==> config.mk <==
export PLATFORM = sky130hd
export DESIGN_NAME = md5_hash_engine
export DESIGN_NICKNAME = d
export VERILOG_FILES = /design/src/rtl/md5_pkg.sv /design/src/rtl/md5_hash_engine.sv /design/src/rtl/md5_front.sv /design/src/rtl/md5_back.sv
export SDC_FILE = /design/constraint.sdc
export NUM_CORES = 2
export LEC_CHECK = 0
export BUFFER_PORTS_ARGS = -buffer_cell sky130_fd_sc_hd__buf_2
export CORE_MARGIN = 5
export CORE_UTILIZATION = 45
export DETAILED_ROUTE_END_ITERATION = 10
export HOLD_SLACK_MARGIN = 0.12
export SETUP_SLACK_MARGIN = 0.5
export SYNTH_ARGS = -nofsm -noshare
export SYNTH_HDL_FRONTEND = slang
export SYNTH_SLANG_ARGS = --single-unit
==> constraint.sdc <==
create_clock -name clk -period 12 [get_ports clk]
set_input_delay 2.4 -clock clk [delete_from_list [all_inputs] [get_ports clk]]
set_output_delay 2.4 -clock clk [all_outputs]
set_load 0.01 [all_outputs]
==> src/rtl/md5_pkg.sv <==
// ----------------------------------------------------------------------------
// md5_pkg: shared types and constants for the MD5 hash engine
// Request payload structs, queue entry, sequencer states and step ROMs.
// ----------------------------------------------------------------------------
package md5_pkg;

  typedef struct packed {
    logic [7:0] data_byte;
    logic       byte_present;
    logic       message_end;
  } md5_in_t;

  typedef struct packed {
    logic [31:0] digest_word;
    logic [1:0]  word_number;
    logic        last_word;
  } md5_out_t;

  // classified request handed from front to back
  typedef struct packed {
    logic [7:0] data_byte;
    logic       has_byte;
    logic       is_end;
  } md5_cmd_t;

  typedef enum logic [2:0] {
    ST_IDLE,
    ST_PAD,
    ST_LEN,
    ST_COMP,
    ST_EMIT
  } md5_state_t;

  localparam logic [31:0] INIT_A = 32'h67452301;
  localparam logic [31:0] INIT_B = 32'hefcdab89;
  localparam logic [31:0] INIT_C = 32'h98badcfe;
  localparam logic [31:0] INIT_D = 32'h10325476;
  localparam logic [7:0]  PAD_MARK = 8'h80;
  localparam logic [5:0]  LEN_SLOT = 6'd56;

  function automatic logic [31:0] step_const(input logic [5:0] i);
    logic [31:0] k;
    case (i)
      6'd0: k = 32'hd76aa478;  6'd1: k = 32'he8c7b756;
      6'd2: k = 32'h242070db;  6'd3: k = 32'hc1bdceee;
      6'd4: k = 32'hf57c0faf;  6'd5: k = 32'h4787c62a;
      6'd6: k = 32'ha8304613;  6'd7: k = 32'hfd469501;
      6'd8: k = 32'h698098d8;  6'd9: k = 32'h8b44f7af;
      6'd10: k = 32'hffff5bb1; 6'd11: k = 32'h895cd7be;
      6'd12: k = 32'h6b901122; 6'd13: k = 32'hfd987193;
      6'd14: k = 32'ha679438e; 6'd15: k = 32'h49b40821;
      6'd16: k = 32'hf61e2562; 6'd17: k = 32'hc040b340;
      6'd18: k = 32'h265e5a51; 6'd19: k = 32'he9b6c7aa;
      6'd20: k = 32'hd62f105d; 6'd21: k = 32'h02441453;
      6'd22: k = 32'hd8a1e681; 6'd23: k = 32'he7d3fbc8;
      6'd24: k = 32'h21e1cde6; 6'd25: k = 32'hc33707d6;
      6'd26: k = 32'hf4d50d87; 6'd27: k = 32'h455a14ed;
      6'd28: k = 32'ha9e3e905; 6'd29: k = 32'hfcefa3f8;
      6'd30: k = 32'h676f02d9; 6'd31: k = 32'h8d2a4c8a;
      6'd32: k = 32'hfffa3942; 6'd33: k = 32'h8771f681;
      6'd34: k = 32'h6d9d6122; 6'd35: k = 32'hfde5380c;
      6'd36: k = 32'ha4beea44; 6'd37: k = 32'h4bdecfa9;
      6'd38: k = 32'hf6bb4b60; 6'd39: k = 32'hbebfbc70;
      6'd40: k = 32'h289b7ec6; 6'd41: k = 32'heaa127fa;
      6'd42: k = 32'hd4ef3085; 6'd43: k = 32'h04881d05;
      6'd44: k = 32'hd9d4d039; 6'd45: k = 32'he6db99e5;
      6'd46: k = 32'h1fa27cf8; 6'd47: k = 32'hc4ac5665;
      6'd48: k = 32'hf4292244; 6'd49: k = 32'h432aff97;
      6'd50: k = 32'hab9423a7; 6'd51: k = 32'hfc93a039;
      6'd52: k = 32'h655b59c3; 6'd53: k = 32'h8f0ccc92;
      6'd54: k = 32'hffeff47d; 6'd55: k = 32'h85845dd1;
      6'd56: k = 32'h6fa87e4f; 6'd57: k = 32'hfe2ce6e0;
      6'd58: k = 32'ha3014314; 6'd59: k = 32'h4e0811a1;
      6'd60: k = 32'hf7537e82; 6'd61: k = 32'hbd3af235;
      6'd62: k = 32'h2ad7d2bb; 6'd63: k = 32'heb86d391;
      default: k = 32'h0;
    endcase
    return k;
  endfunction

  function automatic logic [4:0] step_shift(input logic [5:0] i);
    logic [4:0] s;
    case ({i[5:4], i[1:0]})
      4'd0: s = 5'd7;   4'd1: s = 5'd12;  4'd2: s = 5'd17;  4'd3: s = 5'd22;
      4'd4: s = 5'd5;   4'd5: s = 5'd9;   4'd6: s = 5'd14;  4'd7: s = 5'd20;
      4'd8: s = 5'd4;   4'd9: s = 5'd11;  4'd10: s = 5'd16; 4'd11: s = 5'd23;
      4'd12: s = 5'd6;  4'd13: s = 5'd10; 4'd14: s = 5'd15; default: s = 5'd21;
    endcase
    return s;
  endfunction

  // message word index used at step i
  function automatic logic [3:0] step_word(input logic [5:0] i);
    logic [3:0] g;
    case (i[5:4])
      2'd0: g = i[3:0];
      2'd1: g = 4'(5 * i[3:0] + 1);
      2'd2: g = 4'(3 * i[3:0] + 5);
      default: g = 4'(7 * i[3:0]);
    endcase
    return g;
  endfunction

endpackage

==> src/rtl/md5_hash_engine.sv <==
// ----------------------------------------------------------------------------
// md5_hash_engine: MD5 message digest, one message byte per request
// Front intake queue feeding a byte-packing and round engine.
// ----------------------------------------------------------------------------
// Usage:
//   in channel  : in_valid / in_stall / in_data (data_byte, byte_present,
//                 message_end). Requests with neither byte nor end are
//                 absorbed with no effect.
//   out channel : out_valid / out_stall / out_data; four words A, B, C, D
//                 per message, last_word set on D.
// Timing:
//   A byte fills one slot in the back end; every 64th byte starts a
//   compression (one MD5 step per cycle), and no bytes are taken meanwhile.
//   The end request pads one slot per cycle up to the length field, plus
//   one or two compressions, then the four result words.
//   A 4-entry queue lets the sender keep pushing while the back end runs.
// Reset: synchronous, clears queue and restores MD5 initial values.
// A stalled result holds; the engine waits, the queue keeps filling.
// ----------------------------------------------------------------------------
module md5_hash_engine
  import md5_pkg::*;
(
  input  logic     clk,
  input  logic     rst,
  input  logic     in_valid,
  input  md5_in_t  in_data,
  output logic     in_stall,
  output logic     out_valid,
  output md5_out_t out_data,
  input  logic     out_stall
);

  logic     cmd_valid;
  logic     cmd_pop;
  md5_cmd_t cmd_data;

  md5_front u_front (
    .clk, .rst, .in_valid, .in_data, .in_stall,
    .cmd_valid, .cmd_data, .cmd_pop
  );

  md5_back u_back (
    .clk, .rst, .cmd_valid, .cmd_data, .cmd_pop,
    .out_valid, .out_data, .out_stall
  );

endmodule

==> src/rtl/md5_front.sv <==
// ----------------------------------------------------------------------------
// md5_front: request intake and classification
// Drops empty requests and pushes the rest into a small queue.
// ----------------------------------------------------------------------------
module md5_front
  import md5_pkg::*;
(
  input  logic     clk,
  input  logic     rst,
  input  logic     in_valid,
  input  md5_in_t  in_data,
  output logic     in_stall,
  output logic     cmd_valid,
  output md5_cmd_t cmd_data,
  input  logic     cmd_pop
);

  localparam int Depth = 4;

  md5_cmd_t   queue [Depth];
  logic [1:0] wr_ptr, rd_ptr;
  logic [2:0] count;
  logic       push;
  logic       useful;

  assign in_stall  = (count == 3'(Depth));
  assign useful    = in_data.byte_present | in_data.message_end;
  assign push      = in_valid & ~in_stall & useful;
  assign cmd_valid = (count != 3'd0);
  assign cmd_data  = queue[rd_ptr];

  always_ff @(posedge clk) begin
    if (push) begin
      queue[wr_ptr] <= '{data_byte: in_data.data_byte,
                         has_byte: in_data.byte_present,
                         is_end: in_data.message_end};
    end
    if (rst) begin
      wr_ptr <= '0;
      rd_ptr <= '0;
      count  <= '0;
    end else begin
      if (push) wr_ptr <= wr_ptr + 2'd1;
      if (cmd_pop) rd_ptr <= rd_ptr + 2'd1;
      count <= count + 3'(push) - 3'(cmd_pop);
    end
  end

endmodule

==> src/rtl/md5_back.sv <==
// ----------------------------------------------------------------------------
// md5_back: byte packing, padding and the MD5 round engine
// One byte slot per cycle while not compressing or emitting, one compression step per cycle.
// ----------------------------------------------------------------------------
module md5_back
  import md5_pkg::*;
(
  input  logic     clk,
  input  logic     rst,
  input  logic     cmd_valid,
  input  md5_cmd_t cmd_data,
  output logic     cmd_pop,
  output logic     out_valid,
  output md5_out_t out_data,
  input  logic     out_stall
);

  md5_state_t  state, state_next;
  logic [31:0] buf_mem [16];
  logic [31:0] cha, chb, chc, chd;
  logic [31:0] wa, wb, wc, wd;
  logic [63:0] bit_length;
  logic [63:0] len_latch;
  logic [5:0]  byte_position;
  logic [5:0]  step_index;
  logic [1:0]  emit_idx;
  md5_state_t  resume;       // where to go after a compression
  logic        ending;

  // byte slot write
  logic        put;
  logic [7:0]  put_byte;
  logic        cmd_take;
  logic [31:0] m_word;
  logic [31:0] f_val, sum, rot;
  logic [4:0]  sh;
  logic        out_take;

  assign out_take = out_valid & ~out_stall;

  always_comb begin
    cmd_take = 1'b0;
    put      = 1'b0;
    put_byte = PAD_MARK;
    unique case (state)
      ST_IDLE: begin
        cmd_take = cmd_valid;
        put      = cmd_valid & cmd_data.has_byte;
        put_byte = cmd_data.data_byte;
      end
      ST_PAD: begin
        put      = 1'b1;
        put_byte = ending ? PAD_MARK : 8'h00;
      end
      ST_LEN: begin
        put      = 1'b1;
        put_byte = len_latch[8 * (byte_position[2:0]) +: 8];
      end
      ST_COMP, ST_EMIT: ;
      default: ;
    endcase
  end
  assign cmd_pop = cmd_take;

  always_comb begin
    state_next = state;
    unique case (state)
      ST_IDLE: begin
        if (cmd_take) begin
          if (put && byte_position == 6'd63) state_next = ST_COMP;
          else if (cmd_data.is_end) state_next = ST_PAD;
        end
      end
      ST_PAD: begin
        if (byte_position == 6'd63) state_next = ST_COMP;
        else if (byte_position + 6'd1 == LEN_SLOT) state_next = ST_LEN;
      end
      ST_LEN: if (byte_position == 6'd63) state_next = ST_COMP;
      ST_COMP: if (step_index == 6'd63) state_next = resume;
      ST_EMIT: if (out_take && emit_idx == 2'd3) state_next = ST_IDLE;
      default: state_next = ST_IDLE;
    endcase
  end

  // round function
  assign m_word = buf_mem[step_word(step_index)];
  always_comb begin
    case (step_index[5:4])
      2'd0: f_val = (wb & wc) | (~wb & wd);
      2'd1: f_val = (wd & wb) | (~wd & wc);
      2'd2: f_val = wb ^ wc ^ wd;
      default: f_val = wc ^ (wb | ~wd);
    endcase
  end
  assign sum = f_val + wa + step_const(step_index) + m_word;
  assign sh  = step_shift(step_index);
  assign rot = (sum << sh) | (sum >> (6'd32 - {1'b0, sh}));

  always_ff @(posedge clk) begin
    if (put) begin
      buf_mem[byte_position[5:2]][8 * byte_position[1:0] +: 8] <= put_byte;
    end
    if (state == ST_IDLE && cmd_take && cmd_data.is_end) begin
      len_latch <= bit_length + (cmd_data.has_byte ? 64'd8 : 64'd0);
    end
    if (rst) begin
      state         <= ST_IDLE;
      cha <= INIT_A; chb <= INIT_B; chc <= INIT_C; chd <= INIT_D;
      wa <= '0; wb <= '0; wc <= '0; wd <= '0;
      bit_length    <= '0;
      byte_position <= '0;
      step_index    <= '0;
      emit_idx      <= '0;
      resume        <= ST_IDLE;
      ending        <= 1'b0;
    end else begin
      state <= state_next;
      if (put) byte_position <= byte_position + 6'd1;
      if (state == ST_IDLE && cmd_take) begin
        if (cmd_data.has_byte) bit_length <= bit_length + 64'd8;
        ending <= 1'b1;
        if (cmd_data.is_end) resume <= ST_PAD;
        else resume <= ST_IDLE;
      end
      if (state == ST_PAD) begin
        ending <= 1'b0;
        if (byte_position == 6'd63) resume <= ST_PAD;
      end
      if (state == ST_LEN && byte_position == 6'd63) resume <= ST_EMIT;
      if (state_next == ST_COMP && state != ST_COMP) begin
        wa <= cha; wb <= chb; wc <= chc; wd <= chd;
        step_index <= '0;
      end
      if (state == ST_COMP) begin
        wa <= wd; wd <= wc; wc <= wb; wb <= wb + rot;
        step_index <= step_index + 6'd1;
        if (step_index == 6'd63) begin
          cha <= cha + wd; chb <= chb + wb + rot;
          chc <= chc + wb; chd <= chd + wc;
        end
      end
      if (out_take) begin
        emit_idx <= emit_idx + 2'd1;
        if (emit_idx == 2'd3) begin
          cha <= INIT_A; chb <= INIT_B; chc <= INIT_C; chd <= INIT_D;
          bit_length    <= '0;
          byte_position <= '0;
        end
      end
    end
  end

  assign out_valid = (state == ST_EMIT);
  always_comb begin
    case (emit_idx)
      2'd0: out_data.digest_word = cha;
      2'd1: out_data.digest_word = chb;
      2'd2: out_data.digest_word = chc;
      default: out_data.digest_word = chd;
    endcase
    out_data.word_number = emit_idx;
    out_data.last_word   = (emit_idx == 2'd3);
  end

endmodule

==> impl_metrics.py <==
metrics = {
    "sta": {
        "setup_repair_after_global_routing_missed_its_margin": "false",
        "min_period_over_period_pct": 91.9,
        "tns_ns": 0,
        "max_transition_margin_pct": 5.10,
        "fin_crit_ns": 11.02,
        "tightestPinTransition_ns": 1.42,
        "setup_viol": 0,
        "skew_ns": 0.0537,
        "finalHoldViolations": 0,
        "finalMaxSlewViolations": 0,
        "maxClockFrequency_mhz": 90.7,
    },
    "route": {
        "drt_wl_total_um": 194000,
        "firstDrtPassIters": 7,
        "drt-vias-per-instance": 6.07,
        "final_antenna_net_count": 0,
        "routed-via-count": 47700,
        "drt_drc_violations_left": 0,
        "drt_iter0_drc": 4962,
        "routedWlPerCell_um": 24.7,
    },
    "placed_design": {
        "io_buffer_count": 50,
        "place.gp.congestion": 1.01,
        "placement.cell_area_mm2": 0.0626,
        "hpwl_after_detailed_placement_um": 138000,
    },
    "synth": {
        "postSynthRegisterBits": 997,
        "netlist_top_cells_count": "637 x nor2_1, 613 x edfxtp_1, 577 x nand2_1",
        "synthDistinctLibCells": 95,
        "netlist.area_leader.share_pct": 30.4,
        "synth_warnings": 0,
        "ys_top_cells_by_area": "edfxtp_1 30%, dfxtp_1 13%, mux4_2 5.8%",
        "post_synth_instance_area_mm2": 0.0605,
        "synth_largest_area_cell": "edfxtp_1",
        "synth.net_count": 6443,
        "dominantRegCellSynth": "edfxtp_1",
        "async_reset_ff_share_pct": 0,
        "syn_area_per_cell_um2": 9.92,
        "postSynthCellCount": 6099,
        "synth_most_common_cell": "nor2_1",
        "synth_edf_count": 613,
        "ys_seq_area_share_pct": 43.1,
    },
    "critical_path": {
        "arrival_time_of_the_worst_setup_path_ns": 11.68,
        "worstSetupStartpointType": "flop",
        "max_stage_delay_ns": 0.60,
        "path_max_fanout": 10,
        "crit_required_ns": 12.66,
        "critPathSlowestCell": "mux4_2",
        "setup.worst_path.class": "reg2reg",
        "critPathCaptureType": "flop",
    },
    "clocking": {
        "clkTransAtPathRegs_ns": 0.07,
        "clk_path_buf_depth": 3,
        "clock-sinks": 997,
        "cts-hold-fix-buffers": 0,
        "htree_num_levels": 3,
        "tritoncts": "yes",
        "clock_latency_ns": 0.76,
        "cts-buffers-inserted": 110,
        "clock_tree.root_cell": "clkbuf_16",
    },
    "layout": {
        "fraction_of_layout_instances_using_a_drive_strength_above_1_pct": 9.92,
        "syn_to_final_growth_pct": 10.3,
        "fin_util_pct": 50.0,
        "n_fill_cell": 12200,
        "nNetsFinal": 6344,
        "final_cell_area_mm2": 0.0668,
    },
    "power": {
        "power.switching_uw": 3470,
        "powerDensity_mw_per_mm2": 160,
        "p_seq_share_pct": 37.1,
        "power_frac_comb_pct": 28.4,
        "pwr-share-clk_pct": 34.5,
        "vdd_drop_max_v": 0.000142,
        "swShare_pct": 32.5,
        "internal-power_uw": 7200,
        "power.leakage_uw": 0.0252,
    },
    "die": {
        "placeableCoreArea_mm2": 0.134,
        "row_count": 134,
        "initial_cell_density_of_the_core_pct": 45.3,
        "die_area_mm2": 0.142,
        "design.portCount": 51,
        "die_w_um": 377,
        "floorplan.die.height_um": 377,
    },
    "global_routing": {
        "grt_pass1_wl_um": 292000,
        "grt_start_max_net_pins": 170,
        "grt_overflow": 0,
        "grt_use_total_pct": 26.8,
        "grt_pass1_vias": 45800,
        "antenna_found_initial": 6,
    },
    "hold_path": {
        "worstHoldPathType": "reg2reg",
    },
    "run": {
        "drv_cap": 0,
    },
    "status": {
        "result_of_the_run": "completed",
    },
}
## cell type report
class,instances,area (um^2),share of cell area (%)
multi-input cells,4354,31800,47.7
flip-flops and latches,997,26100,39.1
clock buffers,132,2890,4.32
well taps,1768,2210,3.31
inverters,373,1400,2.10
repair buffers,164,1300,1.95
clock inverters,71,1020,1.52
diodes,1,2.50,0.00375
## registers in the layout, indices dropped and copies added (netlist names), 40 cells and up, named ones only
signal / flops
u_back.buf_mem: 512
u_back.bit_length: 61
u_front.queue: 40
u_back.len_latch: 61
## routing by layer
metal | global-route usage, % | up-vias | share of wire, %
met3 | 4.56 | 421 | 6.8
met5 | 0 | - | 0.0067
met4 | 10.8 | 2 | 4.6
li1 | - | 22100 | -
met1 | 35.7 | 23400 | 42
met2 | 43.6 | 1775 | 46
## worst max-delay path: cells and delay by family, from the launching register on
kind / cells / cell delay [ns]
AO/OA/AOI/OAI: 18 / 3.80
adder cells (fa/ha/maj): 8 / 3.52
multiplexers: 3 / 1.32
AND/OR/NAND/NOR: 6 / 1.07
flip-flops: 1 / 0.45
buffers and inverters: 6 / 0.38
XOR/XNOR: 2 / 0.38
## power groups by stage
stage	registers [uW]	clock network, uW	logic, uW
after global placement	4030	0	2920
after global routing	3970	3880	3310
after floorplan	4000	0	2080
after detailed placement	4040	0	2940
after CTS	3960	3740	2960
final	3960	3680	3030
## cells in the final DEF, fill, tap and decap left out, types with 17 or more instances in the layout
cell type	netlist	routed
nor2_1	637	636
edfxtp_1	613	613
nand2_1	577	576
a21oi_1	440	436
dfxtp_1	384	379
inv_1	368	367
o21ai_0	279	275
ha_1	229	226
mux2i_1	218	216
a211oi_1	208	207
xnor2_1	207	206
mux4_2	155	155
nand3_1	116	116
clkbuf_16	0	111
xor2_1	109	108
a21o_1	107	107
fa_1	101	101
buf_4	0	99
a31oi_1	99	94
o211ai_1	78	78
nor3_1	71	69
and2_1	69	69
buf_2	15	49
nor2b_1	42	42
nand4_1	41	41
o21bai_1	36	36
or3_1	33	33
a222oi_1	33	33
and3_1	32	32
nand2b_1	32	32
o21a_1	30	30
o22ai_1	29	27
a22oi_1	25	25
bufinv_16	0	22
mux2_2	20	20
o221a_2	20	20
clkbuf_1	308	18
clkinv_2	0	17
## kinds of logic (layout without fill, tap and decap cells)
group,after synthesis,count (layout),synth area share (%)
xor+xnor,320,320,4.71
mux,393,393,9.74
compound gates,1584,1584,17.1
other cells,0,1,0
fa+ha+maj,330,330,8.07
buf+inv,748,740,4.68
simple gates,1727,1727,12.6
flops,997,997,43.1
## path summary, 6_finish.rpt
check	start	end	slack [ns]	cells after the start
hold reg to reg	u_back.resume[1]	u_back.resume[1]	0.45	2
setup / recovery	u_back.step_index[0]	u_back.chb[31]	0.98	43
hold / removal	u_back.resume[1]	u_back.resume[1]	0.45	2
setup reg to reg	u_back.step_index[0]	u_back.chb[31]	0.98	43
## metrics by stage
step	power (uW)	hold slack, ns	cells	worst slack [ns]
floorplan	6080	0.419	6099	1.37
global placement	6950	0.437	7645	0.363
detailed placement	6970	0.437	7645	0.307
CTS	10700	0.446	7849	0.509
global route	11200	0.484	7859	0.394
finish	10700	0.446	7860	0.977
## what timing repair did
| action | 4_1_cts | 5_1_grt |
|---|---|---|
| pin swaps | 2 | 4 |
| setup endpoints to repair | 2 | 24 |
| buffers inserted | 1 | 10 |
| gates resized for setup | 5 | 31 |
No activity file was read; power rests on OpenSTA's default activity.
